<file path="src/sle_pkg.sv">
// sle_pkg: shared types and codes for the sorted list engine
// request and status codes, the sequencer state and the cell command struct
// no dependencies
`default_nettype none

package sle_pkg;

    localparam int ValueWidth = 32;

    typedef enum logic [1:0] {
        REQ_INSERT = 2'd0,
        REQ_DELETE = 2'd1,
        REQ_DUMP   = 2'd2,
        REQ_CLEAR  = 2'd3
    } req_e_t;

    typedef enum logic [1:0] {
        STAT_DONE    = 2'd0,
        STAT_EMPTY   = 2'd1,
        STAT_FULL    = 2'd2,
        STAT_MISSING = 2'd3
    } status_e_t;

    typedef enum logic {
        ST_IDLE = 1'b0,
        ST_DUMP = 1'b1
    } state_e_t;

    typedef enum logic [1:0] {
        CELL_HOLD   = 2'd0,
        CELL_INSERT = 2'd1,
        CELL_DELETE = 2'd2,
        CELL_ROTATE = 2'd3
    } cell_op_e_t;

    // broadcast to every cell of the chain
    typedef struct packed {
        cell_op_e_t                    op;
        logic signed [ValueWidth-1:0]  value;
    } cell_cmd_t;

endpackage

`default_nettype wire

</file>
<file path="src/sle_req_if.sv">
// sle_req_if: request channel of the sorted list engine
// valid/ready handshake with request type and value; no dependencies
`default_nettype none

interface sle_req_if;
    logic              valid;
    logic              ready;
    logic [1:0]        req_type;
    logic signed [31:0] value;

    modport source (output valid, output req_type, output value, input ready);
    modport sink   (input valid, input req_type, input value, output ready);
endinterface

`default_nettype wire

</file>
<file path="src/sle_rsp_if.sv">
// sle_rsp_if: result channel of the sorted list engine
// valid/ready handshake with item value, status and last mark; no dependencies
`default_nettype none

interface sle_rsp_if;
    logic               valid;
    logic               ready;
    logic signed [31:0] item_value;
    logic [1:0]         status;
    logic               last;

    modport source (output valid, output item_value, output status, output last,
                    input ready);
    modport sink   (input valid, input item_value, input status, input last,
                    output ready);
endinterface

`default_nettype wire

</file>
<file path="src/sle_cell.sv">
// sle_cell: one entry of the sorted list chain
// holds a value and takes it from itself, a neighbor or the command; uses sle_pkg
`default_nettype none

module sle_cell (
    input  wire logic                clk,
    input  wire sle_pkg::cell_cmd_t  cmd,
    input  wire logic                valid_here,
    input  wire logic                valid_next,
    input  wire logic                left_take,
    input  wire logic signed [31:0]  left_value,
    input  wire logic signed [31:0]  right_value,
    input  wire logic signed [31:0]  head_value,
    output logic                     take,
    output logic                     match,
    output logic signed [31:0]       value
);

    logic signed [31:0] value_reg;
    logic signed [31:0] value_next;
    logic               ge;

    // at or after the insert point: not a valid entry that sorts before or equal
    assign take  = !(valid_here && (value_reg <= cmd.value));
    assign match = valid_here && (value_reg == cmd.value);
    // the list is sorted, so every cell from the first match onward is >= value
    assign ge    = valid_here && (value_reg >= cmd.value);
    assign value = value_reg;

    always_comb
    begin
        value_next = value_reg;
        case (cmd.op)
            sle_pkg::CELL_INSERT:
            begin
                if (take)
                begin
                    value_next = left_take ? left_value : cmd.value;
                end
            end
            sle_pkg::CELL_DELETE:
            begin
                if (ge)
                begin
                    value_next = right_value;
                end
            end
            sle_pkg::CELL_ROTATE:
            begin
                // last valid cell wraps around to the head
                if (valid_here)
                begin
                    value_next = valid_next ? right_value : head_value;
                end
            end
            default:
            begin
                value_next = value_reg;
            end
        endcase
    end

    always_ff @(posedge clk)
    begin
        value_reg <= value_next;
    end

endmodule

`default_nettype wire

</file>
<file path="src/sorted_list_engine.sv">
// sorted_list_engine: bounded ascending list of signed 32-bit values
// top level with request sequencer and chain of sle_cell; uses sle_pkg,
// sle_req_if and sle_rsp_if
//
// usage:
//   req carries one request word (req_type, value); rsp carries result words
//   (item_value, status, last). both move on valid && ready.
//   insert and delete update every cell of the chain at once: the request is
//   taken and its single status word appears in the output register on the
//   next cycle. clear gives no word. a dump of N entries rotates the chain
//   once per word and gives N words, one word per cycle while the receiver
//   takes them, last set on the final one; after the dump the chain is back
//   in its original order. a dump of an empty list gives one word with
//   status empty.
//   a new request is taken only while no dump is running and the output
//   register is free or being read in the same cycle; a stalled receiver
//   holds the output word and pauses a dump.
//   reset empties the list; entry values are not cleared.
`default_nettype none

module sorted_list_engine #(
    parameter int CAPACITY = 32
) (
    input  wire logic   clk,
    input  wire logic   rst_n,
    sle_req_if.sink     req,
    sle_rsp_if.source   rsp
);

    localparam int CW = $clog2(CAPACITY + 1);

    sle_pkg::state_e_t   state_reg, state_next;
    logic [CW-1:0]       count_reg, count_next;
    logic [CW-1:0]       remain_reg, remain_next;
    logic                out_valid_reg, out_valid_next;
    logic signed [31:0]  out_value_reg, out_value_next;
    sle_pkg::status_e_t  out_status_reg, out_status_next;
    logic                out_last_reg, out_last_next;

    sle_pkg::cell_cmd_t  cmd;
    logic                out_free;
    logic                accept;
    logic                found;
    logic                full;
    logic                empty;
    sle_pkg::req_e_t     req_code;

    logic [CAPACITY-1:0] cell_valid;
    logic [CAPACITY-1:0] cell_take;
    logic [CAPACITY-1:0] cell_match;
    logic signed [31:0]  cell_value [CAPACITY];

    assign out_free  = !out_valid_reg || rsp.ready;
    assign req.ready = (state_reg == sle_pkg::ST_IDLE) && out_free;
    assign accept    = req.valid && req.ready;
    assign req_code  = sle_pkg::req_e_t'(req.req_type);
    assign found     = |cell_match;
    assign full      = (count_reg == CW'(CAPACITY));
    assign empty     = (count_reg == '0);

    // cell chain
    genvar gi;
    generate
        for (gi = 0; gi < CAPACITY; gi++)
        begin : g_cell
            assign cell_valid[gi] = (count_reg > CW'(gi));

            if (gi == 0)
            begin : g_first
                sle_cell u_cell (
                    .clk         (clk),
                    .cmd         (cmd),
                    .valid_here  (cell_valid[gi]),
                    .valid_next  ((CAPACITY > 1) ? (count_reg > CW'(1)) : 1'b0),
                    .left_take   (1'b0),
                    .left_value  (cmd.value),
                    .right_value (cell_value[(gi + 1) % CAPACITY]),
                    .head_value  (cell_value[0]),
                    .take        (cell_take[gi]),
                    .match       (cell_match[gi]),
                    .value       (cell_value[gi])
                );
            end
            else if (gi == CAPACITY - 1)
            begin : g_last
                sle_cell u_cell (
                    .clk         (clk),
                    .cmd         (cmd),
                    .valid_here  (cell_valid[gi]),
                    .valid_next  (1'b0),
                    .left_take   (cell_take[gi-1]),
                    .left_value  (cell_value[gi-1]),
                    .right_value (cell_value[0]),
                    .head_value  (cell_value[0]),
                    .take        (cell_take[gi]),
                    .match       (cell_match[gi]),
                    .value       (cell_value[gi])
                );
            end
            else
            begin : g_mid
                sle_cell u_cell (
                    .clk         (clk),
                    .cmd         (cmd),
                    .valid_here  (cell_valid[gi]),
                    .valid_next  (count_reg > CW'(gi + 1)),
                    .left_take   (cell_take[gi-1]),
                    .left_value  (cell_value[gi-1]),
                    .right_value (cell_value[gi+1]),
                    .head_value  (cell_value[0]),
                    .take        (cell_take[gi]),
                    .match       (cell_match[gi]),
                    .value       (cell_value[gi])
                );
            end
        end
    endgenerate

    // next state
    always_comb
    begin
        state_next = state_reg;
        case (state_reg)
            sle_pkg::ST_IDLE:
            begin
                if (accept && (req_code == sle_pkg::REQ_DUMP) && !empty)
                begin
                    state_next = sle_pkg::ST_DUMP;
                end
            end
            sle_pkg::ST_DUMP:
            begin
                if (out_free && (remain_reg == CW'(1)))
                begin
                    state_next = sle_pkg::ST_IDLE;
                end
            end
            default:
            begin
                state_next = sle_pkg::ST_IDLE;
            end
        endcase
    end

    // outputs, chain command and counters
    always_comb
    begin
        cmd.op          = sle_pkg::CELL_HOLD;
        cmd.value       = req.value;
        count_next      = count_reg;
        remain_next     = remain_reg;
        out_valid_next  = out_valid_reg && !rsp.ready;
        out_value_next  = out_value_reg;
        out_status_next = out_status_reg;
        out_last_next   = out_last_reg;
        case (state_reg)
            sle_pkg::ST_IDLE:
            begin
                if (accept)
                begin
                    out_value_next = req.value;
                    out_last_next  = 1'b1;
                    case (req_code)
                        sle_pkg::REQ_INSERT:
                        begin
                            out_valid_next = 1'b1;
                            if (full)
                            begin
                                out_status_next = sle_pkg::STAT_FULL;
                            end
                            else
                            begin
                                cmd.op          = sle_pkg::CELL_INSERT;
                                count_next      = count_reg + CW'(1);
                                out_status_next = sle_pkg::STAT_DONE;
                            end
                        end
                        sle_pkg::REQ_DELETE:
                        begin
                            out_valid_next = 1'b1;
                            if (empty)
                            begin
                                out_status_next = sle_pkg::STAT_EMPTY;
                            end
                            else if (!found)
                            begin
                                out_status_next = sle_pkg::STAT_MISSING;
                            end
                            else
                            begin
                                cmd.op          = sle_pkg::CELL_DELETE;
                                count_next      = count_reg - CW'(1);
                                out_status_next = sle_pkg::STAT_DONE;
                            end
                        end
                        sle_pkg::REQ_DUMP:
                        begin
                            if (empty)
                            begin
                                out_valid_next  = 1'b1;
                                out_status_next = sle_pkg::STAT_EMPTY;
                            end
                            else
                            begin
                                remain_next = count_reg;
                            end
                        end
                        sle_pkg::REQ_CLEAR:
                        begin
                            count_next = '0;
                        end
                        default:
                        begin
                            count_next = count_reg;
                        end
                    endcase
                end
            end
            sle_pkg::ST_DUMP:
            begin
                if (out_free)
                begin
                    // head goes out, chain rotates one place
                    cmd.op          = sle_pkg::CELL_ROTATE;
                    out_valid_next  = 1'b1;
                    out_value_next  = cell_value[0];
                    out_status_next = sle_pkg::STAT_DONE;
                    out_last_next   = (remain_reg == CW'(1));
                    remain_next     = remain_reg - CW'(1);
                end
            end
            default:
            begin
                cmd.op = sle_pkg::CELL_HOLD;
            end
        endcase
    end

    always_ff @(posedge clk or negedge rst_n)
    begin
        if (!rst_n)
        begin
            state_reg     <= sle_pkg::ST_IDLE;
            count_reg     <= '0;
            remain_reg    <= '0;
            out_valid_reg <= 1'b0;
        end
        else
        begin
            state_reg     <= state_next;
            count_reg     <= count_next;
            remain_reg    <= remain_next;
            out_valid_reg <= out_valid_next;
        end
    end

    always_ff @(posedge clk)
    begin
        out_value_reg  <= out_value_next;
        out_status_reg <= out_status_next;
        out_last_reg   <= out_last_next;
    end

    assign rsp.valid      = out_valid_reg;
    assign rsp.item_value = out_value_reg;
    assign rsp.status     = out_status_reg;
    assign rsp.last       = out_last_reg;

    // assertions
    a_count_bound: assert property (@(posedge clk) disable iff (!rst_n)
        count_reg <= CW'(CAPACITY))
        else $error("entry count above capacity");

    a_dump_remain: assert property (@(posedge clk) disable iff (!rst_n)
        (state_reg == sle_pkg::ST_DUMP) |-> (remain_reg != '0))
        else $error("dump running with nothing left");

    a_ready_idle: assert property (@(posedge clk) disable iff (!rst_n)
        req.ready |-> (state_reg == sle_pkg::ST_IDLE))
        else $error("request taken during dump");

    a_insert_grow: assert property (@(posedge clk) disable iff (!rst_n)
        (accept && (req_code == sle_pkg::REQ_INSERT) && !full)
        |=> (count_reg == $past(count_reg) + CW'(1)))
        else $error("insert did not grow the list");

    a_dump_keeps_count: assert property (@(posedge clk) disable iff (!rst_n)
        (state_reg == sle_pkg::ST_DUMP) |=> (count_reg == $past(count_reg)))
        else $error("dump changed the entry count");

endmodule

`default_nettype wire
</file>
<file path="src/flat_wrapper.sv">
// flat-port wrapper written by rule: the top's interface ports become plain ports
module sorted_list_engine_flat 
#(
    parameter int CAPACITY = 32
)
  (clk, rst_n, req_valid, req_req_type, req_value, req_ready, rsp_valid, rsp_item_value, rsp_status, rsp_last, rsp_ready);
  sle_req_if req_i ();
  sle_rsp_if rsp_i ();
  input  wire logic clk;
  input  wire logic rst_n;
  input wire logic [$bits(req_i.valid)-1:0] req_valid;
  input wire logic [$bits(req_i.req_type)-1:0] req_req_type;
  input wire logic [$bits(req_i.value)-1:0] req_value;
  output wire logic [$bits(req_i.ready)-1:0] req_ready;
  output wire logic [$bits(rsp_i.valid)-1:0] rsp_valid;
  output wire logic [$bits(rsp_i.item_value)-1:0] rsp_item_value;
  output wire logic [$bits(rsp_i.status)-1:0] rsp_status;
  output wire logic [$bits(rsp_i.last)-1:0] rsp_last;
  input wire logic [$bits(rsp_i.ready)-1:0] rsp_ready;
  assign req_i.valid = req_valid;
  assign req_i.req_type = req_req_type;
  assign req_i.value = req_value;
  assign req_ready = req_i.ready;
  assign rsp_valid = rsp_i.valid;
  assign rsp_item_value = rsp_i.item_value;
  assign rsp_status = rsp_i.status;
  assign rsp_last = rsp_i.last;
  assign rsp_i.ready = rsp_ready;
  sorted_list_engine #(.CAPACITY(CAPACITY)) u_core (.clk(clk), .rst_n(rst_n), .req(req_i), .rsp(rsp_i));
endmodule
</file>
<file path="config.mk">
export PLATFORM = sky130hd
export DESIGN_NAME = sorted_list_engine_flat
export DESIGN_NICKNAME = d
export VERILOG_FILES = /design/src/sle_pkg.sv /design/src/sle_req_if.sv /design/src/sle_rsp_if.sv /design/src/sle_cell.sv /design/src/sorted_list_engine.sv /design/src/flat_wrapper.sv
export SDC_FILE = /design/constraint.sdc
export NUM_CORES = 2
export LEC_CHECK = 0
export ABC_CLOCK_PERIOD_IN_PS = 11410
export BUFFER_PORTS_ARGS = -buffer_cell sky130_fd_sc_hd__buf_2
export CORE_MARGIN = 1
export CORE_UTILIZATION = 35
export CTS_CLUSTER_DIAMETER = 120
export DETAILED_ROUTE_END_ITERATION = 10
export PLACE_DENSITY = 0.47
export REMOVE_ABC_BUFFERS = 1
export SKIP_CTS_REPAIR_TIMING = 1
export SLEW_MARGIN = 10
export SYNTH_ARGS = -nofsm -noshare
export SYNTH_HDL_FRONTEND = slang
export SYNTH_HIERARCHICAL = 1
export SYNTH_SLANG_ARGS = --single-unit
</file>
<file path="constraint.sdc">
create_clock -name clk -period 11.41 [get_ports clk]
set_input_delay 2.282 -clock clk [delete_from_list [all_inputs] [get_ports clk]]
set_output_delay 2.282 -clock clk [all_outputs]
set_load 0.01 [all_outputs]
</file>
Word level (Yosys, flattened, before mapping)

Index checks and enable logic that the tools add are counted.

Output and inout port bits: 37
Register bits after elaboration: 1073

Equal/unequal tests: 145
Bitwise logic cells: 1
$add $sub $neg: 3
Reductions and logical operators: 148
$lt $le $gt $ge: 96
Mux-type cells: 228

Operators with widths:

| cell                  | number |
|---|---|
| $mux W32              | 160 |
| $pmux W32 S3          | 32 |
| $eq A32 B32 Y1        | 32 |
| $ge A32 B32 Y1        | 32 |
| $le A32 B32 Y1        | 32 |
| $ne A2 B2 Y1 const B  | 101 |
| $reduce_and A4 Y1     | 33 |
| $logic_and A1 B1 Y1   | 102 |
| $gt A6 B5 Y1 const B  | 16 |
| $pmux W32 S2          | 1 |
| $gt A6 B4 Y1 const B  | 8 |
| $mux W6               | 7 |
| $reduce_or A32 Y1     | 1 |
| $gt A6 B3 Y1 const B  | 4 |
| $mux W2               | 10 |
| $pmux W6 S3           | 1 |
| $gt A6 B1 Y1 const B  | 2 |
| $gt A6 B2 Y1 const B  | 2 |
| $pmux W2 S2           | 3 |
| $pmux W6 S2           | 1 |
| $sub A6 B1 Y6 const B | 2 |
| $eq A2 B2 Y1 const B  | 4 |
| $mux W1               | 8 |
| $pmux W1 S2           | 4 |
| other kinds (18)      | 23 |

Depth between registers and ports, before layout

Word-level depth: 11
Gate-level depth with buffers: 18

Cells and area by module

Netlist, hierarchy kept.

By module, submodules not included:

| module                                         | cells each | area an instance (um^2) | instances |
|---|---|---|---|
| sle_cell (u_core.g_cell[0].g_first.u_cell ...) | 298        | 2790.2                  | 29 |
| sle_cell (u_core.g_cell[7].g_mid.u_cell ...)   | 304        | 2881.5                  | 3 |
| sorted_list_engine                             | 296        | 3155.5                  | 1 |

Worst setup path before layout

Ideal clock, no wire load.

Kind: in2reg
From: input req_value[31]
To: register u_core.g_cell[0].g_first.u_cell.value_reg[0] (enable)
Slack: 1.101 ns
Data required time: 10.978 ns
Data arrival time: 9.877 ns
Path buffers: 1
Cell stages on the path: 13
Path through: inv_1 > ha_1 > nand4_4 > nor4_4 > and3_2 > and2_1 > nor4_1 > nand4_1 > o2111ai_1 > a21oi_1 > buf_2 > o22ai_1 > a21oi_1

RTL lines:

| element                | line               | RTL |
|---|---|---|
| start: declaration     | flat_wrapper.sv:13 | `input wire logic [$bits(req_i.value)-1:0] req_value;` |
| end signal: assignment | sle_cell.sv:65     | `value_reg <= value_next;` |
| end: declaration       | sle_cell.sv:19     | `logic signed [31:0] value_reg;` |

==> impl_results.md <==
* Slew Limit Headroom at 0.00648
* Worst Path Required at 11,900 ps
* DR DRC count at 0
* Final-report max-slew violation count at 0
* CP Class: in2reg
* CP Launch Type: primary input
* Layout Nets at 10.7k
* Grt met1 use at 0.378
* Worst Skew at 63.9 ps
* Die width at 517 µm
* DR pass1 iterations at 6
* Hold depth at 2
* Detail Route Antenna Nets at 0
* Die area at 267,000 µm²
* Initial Util at 0.353
* Dpl hpwl at 263 mm
* Via Count at 79.3k
* Internal power at 0.0172 W
* Synthesized cell area at 92,700 µm²
* DRT iter0 DRCs at 7,552
* Fin Setup TNS at 0 ps
* Multi-input gate area at 54,600 µm²
* Placed Instances at 13.0k
* Routed length per instance at 28.2 µm
* Status: complete, but fails checks
* Register Area at 32,200 µm²
* Clock share of power at 0.132
* Cts bufs inserted at 148
* Power Density at 334 nW/µm²
* Failing checks: capacitance limit
* Met3 Track Usage GR at 0.0377
* Non-Filler Instances at 13.3k
* Clock Sinks at 1,073
* Psw at 0.0167 W
* Largest net degree at the start of global routing at 178
* RSZ-0062 raised after global routing: no
* Static Leak at 46.0 nW
* Max FFs per register at 960
* Hold_sp: u_core/remain_reg[5]
* CP Max Fanout at 174
* Final hold vios at 0
* Hold Path Sink: u_core/remain_reg[5]
* Logic pwr share at 0.552
* Core area at 263,000 µm²
* Reg-to-Reg End: u_core/g_cell[26].g_mid.u_cell/value[6]
* Busiest grt layer: met2
* FILL cells at 26.4k
* Reg2reg start: u_core/count_reg[1]
* Arrival time at the worst endpoint at 9430 ps
* Area grow syn2layout at 9.58%
* Minimum clock period at 8940 ps
* I/O pin total at 75
* Overflow after GRT at 0
* Number of max-cap violations at 1
* Die height at 517 µm
* Min-delay worst type: reg2reg
* Final setup viols at 0
* IO Port Bufs at 74
* First-pass GRT wire length at 537 mm
* Fmax achieved at 112 MHz
* Avg Inst Size Synth at 9.41 µm²
* CTS Buffer Depth at 3
* Vias in the first global route at 76.5k
* Antenna violations before repair at 19
* Worst hold slack at 598 ps
* Reg clk slew, reported paths at 50 ps
* Flop pwr share at 0.316
* Worst Tran Pin Value at 1480 ps
* Gate Count Post-Synth at 9,849
* FP Rows at 188
* Worst reg2reg path depth at 15
* CP Capture Type: flip-flop
* Fin crit share at 0.784
* Met2 Use GR at 0.431
* Share of cells above drive strength 1 at 0.0827
* Worst IR Drop VDD at 200 µV
* Slack of the worst reg-to-reg path at 4140 ps
* Later-pin clock latency in the skew report at 830 ps
* Yosys Warn Count at 6
* TritonCTS clock tree: yes
* Final wirelength at 375 mm
* Switching Share at 0.493
* H-tree lvl count at 4
* Root buffer cell: clkbuf_16
* Via density at 5.98
* Tot GR Track Use at 0.273
* Gpl congestion at 0.936
==> stage by stage <==
| stage | instance area [µm²] | total power [W] | util | worst slack, ps |
|---|---|---|---|---|
| after floorplan | 90100 | 0.0208 | - | -96810 |
| after detailed placement | 97100 | 0.0291 | 0.369 | 2050 |
| final | 102000 | 0.0339 | 0.386 | 2470 |
| after global routing | 102000 | 0.0359 | 0.386 | 2530 |
| after CTS | 102000 | 0.0338 | 0.386 | 2900 |
| after global placement | 97000 | 0.0289 | 0.369 | 2010 |
==> layout make-up <==
| cell class | instances | share of cell area |
|---|---|---|
| diodes | 6 | 0.000148 |
| clock buffers | 194 | 0.0384 |
| clock inverters | 64 | 0.00575 |
| inverters | 1104 | 0.0408 |
| multi-input cells | 7077 | 0.538 |
| flip-flops and latches | 1073 | 0.316 |
| well taps | 3515 | 0.0433 |
| repair buffers | 236 | 0.0174 |
==> worst max-delay path by stage <==
stage / from / end / slack (ps)
2_1_floorplan: req_value[31] / u_core/g_cell[7].g_mid.u_cell/value[17] / -96810
3_3_place_gp: req_value[12] / u_core/g_cell[0].g_first.u_cell/value[18] / 2010
6_report: req_value[14] / u_core/g_cell[26].g_mid.u_cell/value[6] / 2470
3_5_place_dp: req_value[12] / u_core/g_cell[0].g_first.u_cell/value[1] / 2050
5_1_grt: req_value[12] / u_core/g_cell[28].g_mid.u_cell/value[11] / 2530
4_1_cts: req_value[12] / u_core/g_cell[0].g_first.u_cell/value[27] / 2900
==> layer usage <==
metal / up-vias / wire length [µm]
met1: 39373 / 167000
met2: 2911 / 167000
met5: - / 13
li1: 36461 / -
met4: 2 / 14700
met3: 593 / 25600
==> power by group through the flow <==
| stage | registers (W) | logic (W) | clock network (W) |
|---|---|---|---|
| after global placement | 0.0108 | 0.0181 | 0 |
| after CTS | 0.0107 | 0.0185 | 0.00457 |
| after floorplan | 0.00893 | 0.0118 | 0 |
| after global routing | 0.0109 | 0.0203 | 0.00469 |
| after detailed placement | 0.0108 | 0.0184 | 0 |
| final | 0.0107 | 0.0188 | 0.00447 |
==> worst max-delay path: stages <==
cell and delay [ps]:
buf_2 570, buf_4 700, inv_1 250, ha_1 380
nand4_2 150, nor3_2 90, and3_2 220, and2_1 170
nor4_1 1160, nand4_1 650, o2111ai_1 480, a21oi_4 240
buf_12 290, a211oi_1 390, a21oi_1 110, a21oi_4 600
buf_4 410
==> placed cells by master (no fill, tap or decap), drive strengths merged, types with 182 or more instances in the layout <==
master     n
a21oi   1462
inv     1112
edfxtp  1059
ha      1036
mux2i   1030
a211oi  1023
nor2     956
buf      236
nand4    224
nand2    199
clkbuf   194
a21o     182
Power figures use the tool's default switching activity.
